--- config.mk ---
export PLATFORM = sky130hd
export DESIGN_NAME = hsiao_secded_72_64_codec
export DESIGN_NICKNAME = d
export VERILOG_FILES = /design/src/design/hsc_pkg.sv /design/src/design/hsc_syn.sv /design/src/design/hsc_lkp.sv /design/src/design/hsc_sel.sv /design/src/design/hsiao_secded_72_64_codec.sv
export SDC_FILE = /design/constraint.sdc
export NUM_CORES = 1
export LEC_CHECK = 0
export BUFFER_PORTS_ARGS = -buffer_cell sky130_fd_sc_hd__clkbuf_2
export CAP_MARGIN = 20
export CORE_MARGIN = 2
export CORE_UTILIZATION = 42
export CTS_BUF_LIST = sky130_fd_sc_hd__clkbuf_16
export CTS_CLUSTER_SIZE = 10
export DETAILED_ROUTE_END_ITERATION = 7
export GPL_TIMING_DRIVEN = 0
export PLACE_DENSITY = 0.68
export SLEW_MARGIN = 5
export SYNTH_ARGS = -nofsm -noshare
export SYNTH_HDL_FRONTEND = slang
export SYNTH_SLANG_ARGS = --single-unit
--- constraint.sdc ---
create_clock -name clk -period 2.7 [get_ports clk]
set_clock_uncertainty 0.2 [all_clocks]
set_input_delay 0.27 -clock clk [delete_from_list [all_inputs] [get_ports clk]]
set_output_delay 0.27 -clock clk [all_outputs]
set_load 0.005 [all_outputs]
--- src/design/hsc_pkg.sv ---
package hsc_pkg;

  localparam int CODE_BITS  = 72;
  localparam int CHECK_BITS = 8;
  localparam int DATA_BITS  = CODE_BITS - CHECK_BITS;
  localparam int SYN_CODES  = 1 << CHECK_BITS;

  localparam logic [7:0] NO_MATCH = 8'hFF;

  typedef enum logic [1:0] {
    OP_ENCODE = 2'd0,
    OP_SYND   = 2'd1,
    OP_CAND   = 2'd2
  } op_t;

  // Rows of the circulant check matrix; H[r][c] = PCM_ROW[7-r][c].
  localparam logic [CODE_BITS-1:0] PCM_ROW [CHECK_BITS] = '{
    72'hFF_26_49_90_10_13_1C_E0_80,
    72'hE0_FF_26_49_90_10_13_1C_40,
    72'h1C_E0_FF_26_49_90_10_13_20,
    72'h13_1C_E0_FF_26_49_90_10_10,
    72'h10_13_1C_E0_FF_26_49_90_08,
    72'h90_10_13_1C_E0_FF_26_49_04,
    72'h49_90_10_13_1C_E0_FF_26_02,
    72'h26_49_90_10_13_1C_E0_FF_01
  };

  // All H columns packed, column c at [c*8 +: 8].
  function automatic logic [CODE_BITS*CHECK_BITS-1:0] build_cols();
    logic [CODE_BITS*CHECK_BITS-1:0] v;
    v = '0;
    for (int c = 0; c < CODE_BITS; c++) begin
      for (int r = 0; r < CHECK_BITS; r++) begin
        v[c*CHECK_BITS + r] = PCM_ROW[CHECK_BITS-1-r][c];
      end
    end
    return v;
  endfunction

  localparam logic [CODE_BITS*CHECK_BITS-1:0] H_COLS = build_cols();

  // Syndrome value -> lowest matching column, NO_MATCH if none.
  function automatic logic [SYN_CODES*8-1:0] build_pos();
    logic [SYN_CODES*8-1:0] v;
    logic [CHECK_BITS-1:0]  hc;
    v = {SYN_CODES{NO_MATCH}};
    for (int c = CODE_BITS - 1; c >= 0; c--) begin
      hc = H_COLS[c*CHECK_BITS +: CHECK_BITS];
      v[hc*8 +: 8] = 8'(c);
    end
    return v;
  endfunction

  localparam logic [SYN_CODES*8-1:0] POS_TBL = build_pos();

  typedef struct packed {
    logic [1:0] op;
    logic [7:0] syn;    // syndrome (ops 0/1) or input syndrome (op 2)
    logic [7:0] xs;     // syndrome xor trial column
    logic [7:0] hc;     // trial column
    logic       col_ok;
  } s1_t;

  typedef struct packed {
    logic [1:0] op;
    logic [7:0] syn;
    logic [7:0] pos_syn;
    logic [7:0] pos_xs;
    logic [7:0] pos_hc;
    logic       col_ok;
  } s2_t;

endpackage

--- src/design/hsc_syn.sv ---
module hsc_syn (
  input  logic                          clk,
  input  logic                          rst_n,
  input  logic                          acc,
  input  logic [1:0]                    op,
  input  logic [hsc_pkg::DATA_BITS-1:0] data_bits,
  input  logic [7:0]                    check_bits,
  input  logic [6:0]                    column_index,
  output logic                          v_r,
  output hsc_pkg::s1_t                  s1_r
);
  import hsc_pkg::*;

  logic [CODE_BITS-1:0]  word;
  logic [CHECK_BITS-1:0] syn;
  logic                  col_ok;
  logic [CHECK_BITS-1:0] hc;
  s1_t                   s1_nxt;

  // encode uses zero check bits
  assign word = {data_bits, (op == OP_ENCODE) ? 8'h00 : check_bits};

  always_comb begin
    for (int r = 0; r < CHECK_BITS; r++) begin
      syn[r] = ^(word & PCM_ROW[CHECK_BITS-1-r]);
    end
  end

  assign col_ok = (column_index < 7'(CODE_BITS));
  assign hc     = col_ok ? H_COLS[{column_index, 3'b000} +: CHECK_BITS] : '0;

  always_comb begin
    s1_nxt.op     = op;
    s1_nxt.syn    = (op == OP_CAND) ? check_bits : syn;
    s1_nxt.xs     = hc ^ check_bits;
    s1_nxt.hc     = hc;
    s1_nxt.col_ok = col_ok;
  end

  always_ff @(posedge clk) begin
    if (!rst_n) begin
      v_r <= 1'b0;
    end else begin
      v_r <= acc;
    end
  end

  always_ff @(posedge clk) begin
    if (acc) begin
      s1_r <= s1_nxt;
    end
  end

endmodule

--- src/design/hsc_lkp.sv ---
module hsc_lkp (
  input  logic         clk,
  input  logic         rst_n,
  input  logic         v_in,
  input  hsc_pkg::s1_t s1,
  output logic         v_r,
  output hsc_pkg::s2_t s2_r
);
  import hsc_pkg::*;

  s2_t s2_nxt;

  // three parallel reads of the syndrome-to-column table
  always_comb begin
    s2_nxt.op      = s1.op;
    s2_nxt.syn     = s1.syn;
    s2_nxt.pos_syn = POS_TBL[{s1.syn, 3'b000} +: 8];
    s2_nxt.pos_xs  = POS_TBL[{s1.xs,  3'b000} +: 8];
    s2_nxt.pos_hc  = POS_TBL[{s1.hc,  3'b000} +: 8];
    s2_nxt.col_ok  = s1.col_ok;
  end

  always_ff @(posedge clk) begin
    if (!rst_n) begin
      v_r <= 1'b0;
    end else begin
      v_r <= v_in;
    end
  end

  always_ff @(posedge clk) begin
    if (v_in) begin
      s2_r <= s2_nxt;
    end
  end

endmodule

--- src/design/hsc_sel.sv ---
module hsc_sel (
  input  logic         clk,
  input  logic         rst_n,
  input  logic         v_in,
  input  hsc_pkg::s2_t s2,
  output logic         out_valid_r,
  output logic [7:0]   check_out_r,
  output logic [7:0]   first_pos_r,
  output logic [7:0]   second_pos_r
);
  import hsc_pkg::*;

  logic [7:0] check_nxt;
  logic [7:0] first_nxt;
  logic [7:0] second_nxt;

  always_comb begin
    check_nxt  = '0;
    first_nxt  = '0;
    second_nxt = '0;
    case (s2.op)
      OP_ENCODE: begin
        check_nxt = s2.syn;
      end
      OP_SYND: begin
        check_nxt = s2.syn;
        first_nxt = s2.pos_syn;
      end
      OP_CAND: begin
        check_nxt = s2.syn;
        if (!s2.col_ok) begin
          first_nxt  = NO_MATCH;
          second_nxt = NO_MATCH;
        end else if (s2.pos_xs == NO_MATCH) begin
          // no partner: fall back to single-error position
          first_nxt  = s2.pos_syn;
          second_nxt = s2.pos_syn;
        end else begin
          first_nxt  = s2.pos_hc;
          second_nxt = s2.pos_xs;
        end
      end
      default: begin
        check_nxt  = '0;
        first_nxt  = '0;
        second_nxt = '0;
      end
    endcase
  end

  always_ff @(posedge clk) begin
    if (!rst_n) begin
      out_valid_r <= 1'b0;
    end else begin
      out_valid_r <= v_in;
    end
  end

  always_ff @(posedge clk) begin
    if (v_in) begin
      check_out_r  <= check_nxt;
      first_pos_r  <= first_nxt;
      second_pos_r <= second_nxt;
    end
  end

endmodule

--- src/design/hsiao_secded_72_64_codec.sv ---
// Channel   Ports                                         Handshake
// --------  --------------------------------------------  ---------------------------
// input     in_op, in_data_bits, in_check_bits,           start && !busy
//           in_column_index
// result    out_check_out, out_first_position,            out_valid, one cycle, no stall
//           out_second_position
//
// One transaction per cycle; each result reaches the out_ ports through three
// register stages: syndrome/XOR tree, column table lookups, result selection.
// busy is tied low: the receiver cannot stall, so nothing ever backs up.
// rst_n (synchronous, active low) clears the valid bits of all stages.
module hsiao_secded_72_64_codec (
  input  logic                          clk,
  input  logic                          rst_n,
  input  logic                          start,
  output logic                          busy,
  input  logic [1:0]                    in_op,
  input  logic [hsc_pkg::DATA_BITS-1:0] in_data_bits,
  input  logic [7:0]                    in_check_bits,
  input  logic [6:0]                    in_column_index,
  output logic                          out_valid,
  output logic [7:0]                    out_check_out,
  output logic [7:0]                    out_first_position,
  output logic [7:0]                    out_second_position
);
  import hsc_pkg::*;

  logic acc;
  logic v1_r;
  logic v2_r;
  s1_t  s1_r;
  s2_t  s2_r;

  assign busy = 1'b0;
  assign acc  = start && !busy;

  // Stage 1: syndrome parity tree, trial column fetch and xor
  hsc_syn u_syn (
    .clk          (clk),
    .rst_n        (rst_n),
    .acc          (acc),
    .op           (in_op),
    .data_bits    (in_data_bits),
    .check_bits   (in_check_bits),
    .column_index (in_column_index),
    .v_r          (v1_r),
    .s1_r         (s1_r)
  );

  // Stage 2: syndrome -> column position lookups
  hsc_lkp u_lkp (
    .clk   (clk),
    .rst_n (rst_n),
    .v_in  (v1_r),
    .s1    (s1_r),
    .v_r   (v2_r),
    .s2_r  (s2_r)
  );

  // Stage 3: per-op result selection into the output registers
  hsc_sel u_sel (
    .clk          (clk),
    .rst_n        (rst_n),
    .v_in         (v2_r),
    .s2           (s2_r),
    .out_valid_r  (out_valid),
    .check_out_r  (out_check_out),
    .first_pos_r  (out_first_position),
    .second_pos_r (out_second_position)
  );

`ifndef NO_ASSERTIONS
  a_latency: assert property (@(posedge clk) disable iff (!rst_n)
    out_valid |-> $past(start && !busy, 3))
    else $error("result without a transaction three cycles earlier");

  a_first_range: assert property (@(posedge clk) disable iff (!rst_n)
    out_valid && (out_first_position != NO_MATCH) |-> out_first_position < 8'(CODE_BITS))
    else $error("first_position outside column range");

  a_second_range: assert property (@(posedge clk) disable iff (!rst_n)
    out_valid && (out_second_position != NO_MATCH) |-> out_second_position < 8'(CODE_BITS))
    else $error("second_position outside column range");
`endif

endmodule
==> results_dict.tcl, run 1 <==
set metrics [dict create \
    outcome "finished clean" \
    slew_headroom_pct 46.0 \
    final_core_util_pct 49.2 \
    async_reset_ff_share_pct 0 \
    fillCellCount 2319 \
    clock_power_share_pct 12.8 \
    rows 57 \
    coreArea_sq_um 24200 \
    rr_endpoint "u_lkp.s2_r[18]" \
    min_from "in_check_bits[6]" \
    drive_gt1_share_pct 18.5 \
    cp.arrival_ps 2540 \
    route.detailed.drc 0 \
    dr.pass1.iters 6 \
    grt_max_degree 37 \
    fin_nets 1508 \
    power_mw 9.62 \
    synthesis.area_sq_um 10300 \
    cts_tree "yes" \
    path_buf_inv 2 \
    worstSetupPathType "reg -> reg" \
    port_buffers 105 \
    grt.total_usage_pct 25.9 \
    hold_ws_ps 74.6 \
    viasPerCell 6.38 \
    finalSetupViolCount 0 \
    holdPathStages 3 \
    yosysTopAreaCell "edfxtp_1" \
    cts_root_buffer "clkbuf_16" \
    clkTransAtPathRegs_ps 70 \
    final_min_period_over_clock_period_pct 99.0 \
    dp_hpwl_mm 26.2 \
    min_path_type "in -> reg" \
    placedCellCount 1712 \
    rrSetupSlack_ps 30 \
    clk_latency_ps 360 \
    initial_utilization_pct 42.5 \
    die_h_um 160 \
    swShare_pct 48.3 \
    synth_area_leaders "edfxtp_1, xnor2_1, nand2_1" \
    yosysWarnings 0 \
    cpPeakStageDelay_ps 460 \
    end_kind "register" \
    h-tree-depth 3 \
    ys_types 86 \
    drv_slew 0 \
    internal-power_mw 4.98 \
    antenna_found_initial 1 \
    crit_chain "inv_1 > ha_2 > buf_4 > nor3_4 > a21oi_1 > a21oi_1 > a311oi_1 > o41ai_1 > a21oi_1" \
    wl_per_cell_um 20.1 \
    synth.most_common_cell "nand2_1" \
    required_ps 2570 \
    grt_overflow_total 0 \
    routed_wirelength_mm 34.8 \
    maxCapViolCount 0 \
    synth_top_cells_by_count "nand2_1, xnor2_1, a21oi_1" \
    fmax_ghz 0.374 \
    start_kind "register" \
    path_common_cell "a21oi_1" \
    synth_seq_area_share_pct 25.7 \
    synthFlopType "edfxtp_1" \
    final_cells 1733 \
    netlist.area_leader.share_pct 25.1 \
    finalWorstSetupSlack_ps 26.3 \
    crit_path_top_delay_cell "o41ai_1" \
    final_antenna_net_count 0 \
    grt_pass1_wl_mm 54.1 \
    place_ws_ps -427 \
    net-switching-power_mw 4.64 \
    hold_path_end "u_syn.s1_r[23]" \
    die_width_um 160 \
    synth_edf_count 86 \
    cts_buffers 9 \
    fin_crit_ps 2670 \
    p_leak_nw 4.53 \
    cpLargestDelayFamily "compound AO/OA/AOI/OAI gates" \
    power_frac_seq_pct 21.0 \
    power.density_nw_per_um2 808 \
    vias 11000 \
    hold_violations 0 \
    num_io_pins 110 \
    r2r-start "u_syn.s1_r[17]" \
    syn_inst 1283 \
    syn_area_per_cell_sq_um 8.01 \
    ir_drop_mv 0.428 \
    grt_pass1_vias 10100 \
    synth_fp_nets 1388 \
    area_growth_syn_to_layout_pct 15.7 \
    dieArea_sq_um 25700 \
    gp_congestion 1.04 \
    clockBufferDepth 2 \
    r2r_cells 9 \
    ys_ff_latch 89 \
    worst_slew_pin_slew_ps 810 \
    share_comb_of_total_power_pct 66.2 \
    critPathMaxFanout 10 \
    cts_sinks 89 \
    dr.first_iter.drc_count 1516 \
]
==> state kept, by name (all words and copies together), names as in the netlist <==
signal,count
u_lkp.v_r,1
u_sel.second_pos_r,8
u_syn.v_r,1
u_sel.out_valid_r,1
u_syn.s1_r,27
u_sel.first_pos_r,8
u_sel.check_out_r,8
u_lkp.s2_r,35
==> per-stage QoR <==
step | instance area, sq um | TNS [ps]
4_1_cts | 11600 | 0
5_1_grt | 11900 | -23.9
6_report | 11900 | 0
3_5_place_dp | 11200 | -7320
2_1_floorplan | 10300 | 0
3_3_place_gp | 11200 | -7040
==> cell type report <==
class / instances / area [sq um] / area share [%]
Buffer: 115 / 553 / 4.65
Tap cell: 324 / 405 / 3.41
Antenna cell: 1 / 2.50 / 0.0210
Multi-Input combinational cell: 1036 / 7210 / 60.6
Sequential cell: 89 / 2640 / 22.2
Clock buffer: 9 / 225 / 1.89
Inverter: 37 / 139 / 1.17
Timing Repair Buffer: 115 / 641 / 5.38
Clock inverter: 7 / 78.8 / 0.662
==> worst reg2reg max path, delay by kind of cell, from the launching register on <==
| family | cells | cell delay [ps] |
|---|---|---|
| flip-flops | 1 | 410 |
| AND/OR/NAND/NOR | 1 | 240 |
| AO/OA/AOI/OAI | 5 | 930 |
| adder cells (fa/ha/maj) | 1 | 310 |
| buffers and inverters | 2 | 310 |
==> worst max path at each step <==
stage	slack, ps	cells past startpoint	from	to
after global routing	-10	9	u_syn.s1_r[17]	u_lkp.s2_r[18]
after global placement	-470	8	u_syn.s1_r[2]	u_lkp.s2_r[5]
after CTS	1	6	u_syn.s1_r[13]	u_lkp.s2_r[10]
final	30	9	u_syn.s1_r[17]	u_lkp.s2_r[18]
after detailed placement	-430	9	u_syn.s1_r[2]	u_lkp.s2_r[3]
after floorplan	140	10	u_syn.s1_r[9]	u_lkp.s2_r[11]
==> timing repair <==
item / in CTS / in global routing
endpoints found under the setup margin: 24 / 30
hold buffers: 3 / 0
pin swaps: 2 / 6
buffers inserted: 0 / 6
hold endpoints to repair: 5 / 0
gates resized for setup: 37 / 85
==> placed cells by master, fill, tap and decap left out, drive strengths merged, types with 21 or more instances in the layout <==
cell    Yosys  layout
o21ai      93      93
clkbuf     78     189
edfxtp     86      86
inv        35      39
a31oi      23      23
buf        43      47
a211oi     24      24
nor3       28      28
a22oi      21      21
a21oi      88      88
xor2       46      46
nand2     131     131
nor2       83      83
nor2b      38      38
nand3      29      29
mux2i      23      23
nand2b     23      23
ha         21      21
xnor2     116     116
==> power groups by stage <==
stage	clock, mW	combinational (mW)	sequential, mW
2_1_floorplan	0	4.32	1.98
3_3_place_gp	0	5.79	2.05
3_5_place_dp	0	5.74	2.06
4_1_cts	1.26	5.85	2.04
5_1_grt	1.32	6.73	2.04
6_report	1.23	6.37	2.02
==> cells by family (layout without fill, tap and decap cells) <==
group,after synthesis,count (layout),share of synthesized area (%)
and+or+nand+nor,387,387,18.0
AOI/OAI and AO/OA,415,415,27.0
buffers and inverters,158,283,6.12
other,1,2,0.0365
muxes,41,41,4.54
xor gates and xnor gates,171,171,16.1
DFF,89,89,25.7
adders and majority gates,21,21,2.56
==> metal layers <==
metal | global-route usage, % | vias to the layer above | part of all wire [%]
met1 | 34.8 | 5008 | 39
met2 | 40.6 | 915 | 44
met3 | 4.65 | 188 | 12
li1 | - | 4938 | -
met5 | 0 | - | 0
met4 | 12.2 | 0 | 5.4
Power figures use the tool's default switching activity.
==> run 2, diff against run 1 <==
ABC_AREA = 1   (was default)
PLACE_DENSITY = 0.67   (was 0.68)
==> results_dict.tcl, run 2 <==
set metrics [dict create \
    multi_input_area_sq_um 6880 \
    largest-register "u_lkp.s2_r" \
    grt_pass1_vias 11200 \
    port_buffers 102 \
    yosysWarnings 0 \
    hold_violations 0 \
    cp.arrival_ps 2470 \
    cts_root_buffer "clkbuf_16" \
    dr.pass1.iters 6 \
    clock_power_share_pct 19.4 \
    h-tree-depth 3 \
    startpoint "u_syn.s1_r[17]" \
    async_reset_ff_share_pct 0 \
    p_leak_nw 6.54 \
    cts_tree "yes" \
    synth_area_leaders "nand2_1, edfxtp_1, inv_1" \
    grt_overflow_total 0 \
    synth_top_cells_by_count "nand2_1, inv_1, nand3_1" \
    yosysTopAreaCell "nand2_1" \
    net-switching-power_mw 3.00 \
    fmax_ghz 0.389 \
    setup_tns_ps 0 \
    grt_max_degree 37 \
    gp_congestion 1.00 \
    drv_slew 0 \
    final_antenna_net_count 0 \
    worstSetupPathType "reg -> reg" \
    regArea_sq_um 2640 \
    clkTransAtPathRegs_ps 70 \
    synth_fp_nets 1958 \
    dp_hpwl_mm 28.8 \
    routed_wirelength_mm 35.5 \
    critPathMaxFanout 4 \
    hold_ws_ps 37.9 \
    synth_seq_area_share_pct 24.5 \
    viasPerCell 5.37 \
    wl_per_cell_um 15.4 \
    end_kind "register" \
    rrSetupSlack_ps 130 \
    syn_inst 1853 \
    cp-endpoint "u_lkp.s2_r[23]" \
    clockBufferDepth 2 \
    rsz0062_at_grt "false" \
    netlist.area_leader.share_pct 26.3 \
    fin_crit_ps 2570 \
    power.density_nw_per_um2 533 \
    fin_nets 2075 \
    drive_gt1_share_pct 10.9 \
    swShare_pct 46.7 \
    clk_latency_ps 350 \
    fillCellCount 2677 \
    rows 58 \
    final_core_util_pct 47.9 \
    ys_types 53 \
    antenna_found_initial 1 \
    final_common_cell "nand2_1" \
    route.detailed.drc 0 \
    reg_top3 "u_lkp.s2_r x35, u_syn.s1_r x27" \
    required_ps 2600 \
    outcome "finished clean" \
    synthesis.area_sq_um 10800 \
    share_comb_of_total_power_pct 52.1 \
    internal-power_mw 3.42 \
    num_io_pins 110 \
    min_path_type "in -> reg" \
    syn_area_per_cell_sq_um 5.82 \
    die_h_um 164 \
    area_growth_syn_to_layout_pct 11.9 \
    dieArea_sq_um 27000 \
    dr_wl_met2_mm 15.9 \
    rr_endpoint "u_lkp.s2_r[23]" \
    ir_drop_mv 0.337 \
    final_min_period_over_clock_period_pct 95.1 \
    maxCapViolCount 0 \
    coreArea_sq_um 25200 \
    largest_reg_flops 35 \
    cts_buffers 9 \
    start_kind "register" \
    grt_pass1_wl_mm 56.9 \
    initial_utilization_pct 42.8 \
    drt-met1-wl_mm 15.5 \
    grt.total_usage_pct 26.5 \
    met3_length_mm 3.22 \
    synth_edf_count 86 \
    final_cells 2305 \
    dr.first_iter.drc_count 1209 \
    cts_sinks 89 \
    vias 12400 \
    placedCellCount 2285 \
    mostFrequentLayoutCells "nand2_1, inv_1, nand3_1" \
    slew_headroom_pct 46.4 \
    r2r_cells 12 \
    highest_layer "met4" \
    synth.most_common_cell "nand2_1" \
    ys_ff_latch 89 \
    synthFlopType "edfxtp_1" \
    worst_slew_pin_slew_ps 804 \
    finalSetupViolCount 0 \
    die_width_um 164 \
    power_frac_seq_pct 28.5 \
    r2r-start "u_syn.s1_r[17]" \
    antennaDiodeCount 0 \
]
## run 2: repair_timing
action,CTS,global route
resized for setup,0,7
buffers inserted,0,0
endpoints found under the setup margin,0,6
hold endpoints to repair,4,0
hold buffers,3,0
## run 2: power by group through the flow
stage | clock network [mW] | registers, mW | logic, mW
after floorplan | 0 | 1.82 | 2.32
after global placement | 0 | 1.86 | 3.29
after detailed placement | 0 | 1.87 | 3.21
after CTS | 1.27 | 1.84 | 3.23
after global routing | 1.32 | 1.85 | 3.73
final | 1.24 | 1.83 | 3.35
## run 2: cells by family (layout without fill, tap and decap cells)
family / count (synthesis) / count (layout) / share of synthesized area (%)
flops: 89 / 89 / 24.5
fa+ha+maj: 22 / 22 / 2.53
other cells: 1 / 1 / 0.0348
xor+xnor: 53 / 53 / 4.31
compound gates: 309 / 309 / 15.9
buf+inv: 308 / 430 / 11.8
simple gates: 1071 / 1071 / 40.9
## run 2: worst min-delay path by stage
stage	from	end	cells after the start
after global routing	in_check_bits[2]	u_syn.s1_r[19]	3
after global placement	u_syn.s1_r[26]	u_lkp.s2_r[34]	0
after detailed placement	u_syn.s1_r[26]	u_lkp.s2_r[34]	0
after floorplan	rst_n	u_lkp.v_r	2
final	in_check_bits[2]	u_syn.s1_r[19]	3
after CTS	in_check_bits[2]	u_syn.s1_r[19]	3
## run 2: layout make-up
| type | count | share of cell area, % |
|---|---|---|
| Multi-Input combinational cell | 1456 | 57.1 |
| Sequential cell | 89 | 21.9 |
| Inverter | 245 | 7.73 |
| Timing Repair Buffer | 106 | 4.61 |
| Tap cell | 330 | 3.42 |
| Buffer | 63 | 2.81 |
| Clock buffer | 9 | 1.87 |
| Clock inverter | 7 | 0.571 |
## run 2: worst max-delay path, stage by stage, from the launching register on
cell and delay [ps]:
edfxtp_1 410, inv_1 90, ha_2 410, nor2_4 70, nor2_2 230, nand2_1 210
nand2_1 120, nor2_1 70, nand3b_1 160, o211ai_1 90, nand2_1 90, nand2_1 100
nand2_1 70
## run 2: layer usage
layer	up-vias	GRT usage, %
met1	5444	35.9
met5	-	0
met2	660	44.0
li1	6190	-
met4	0	7.74
met3	79	3.28
## run 2: metrics by stage
step / area [sq um] / power (mW) / setup WS, ps
after CTS: 12000 / 6.33 / 113
after global placement: 11700 / 5.15 / 119
after global routing: 12100 / 6.90 / 10.5
after detailed placement: 11700 / 5.08 / 133
final: 12100 / 6.43 / 131
after floorplan: 10800 / 4.14 / 567
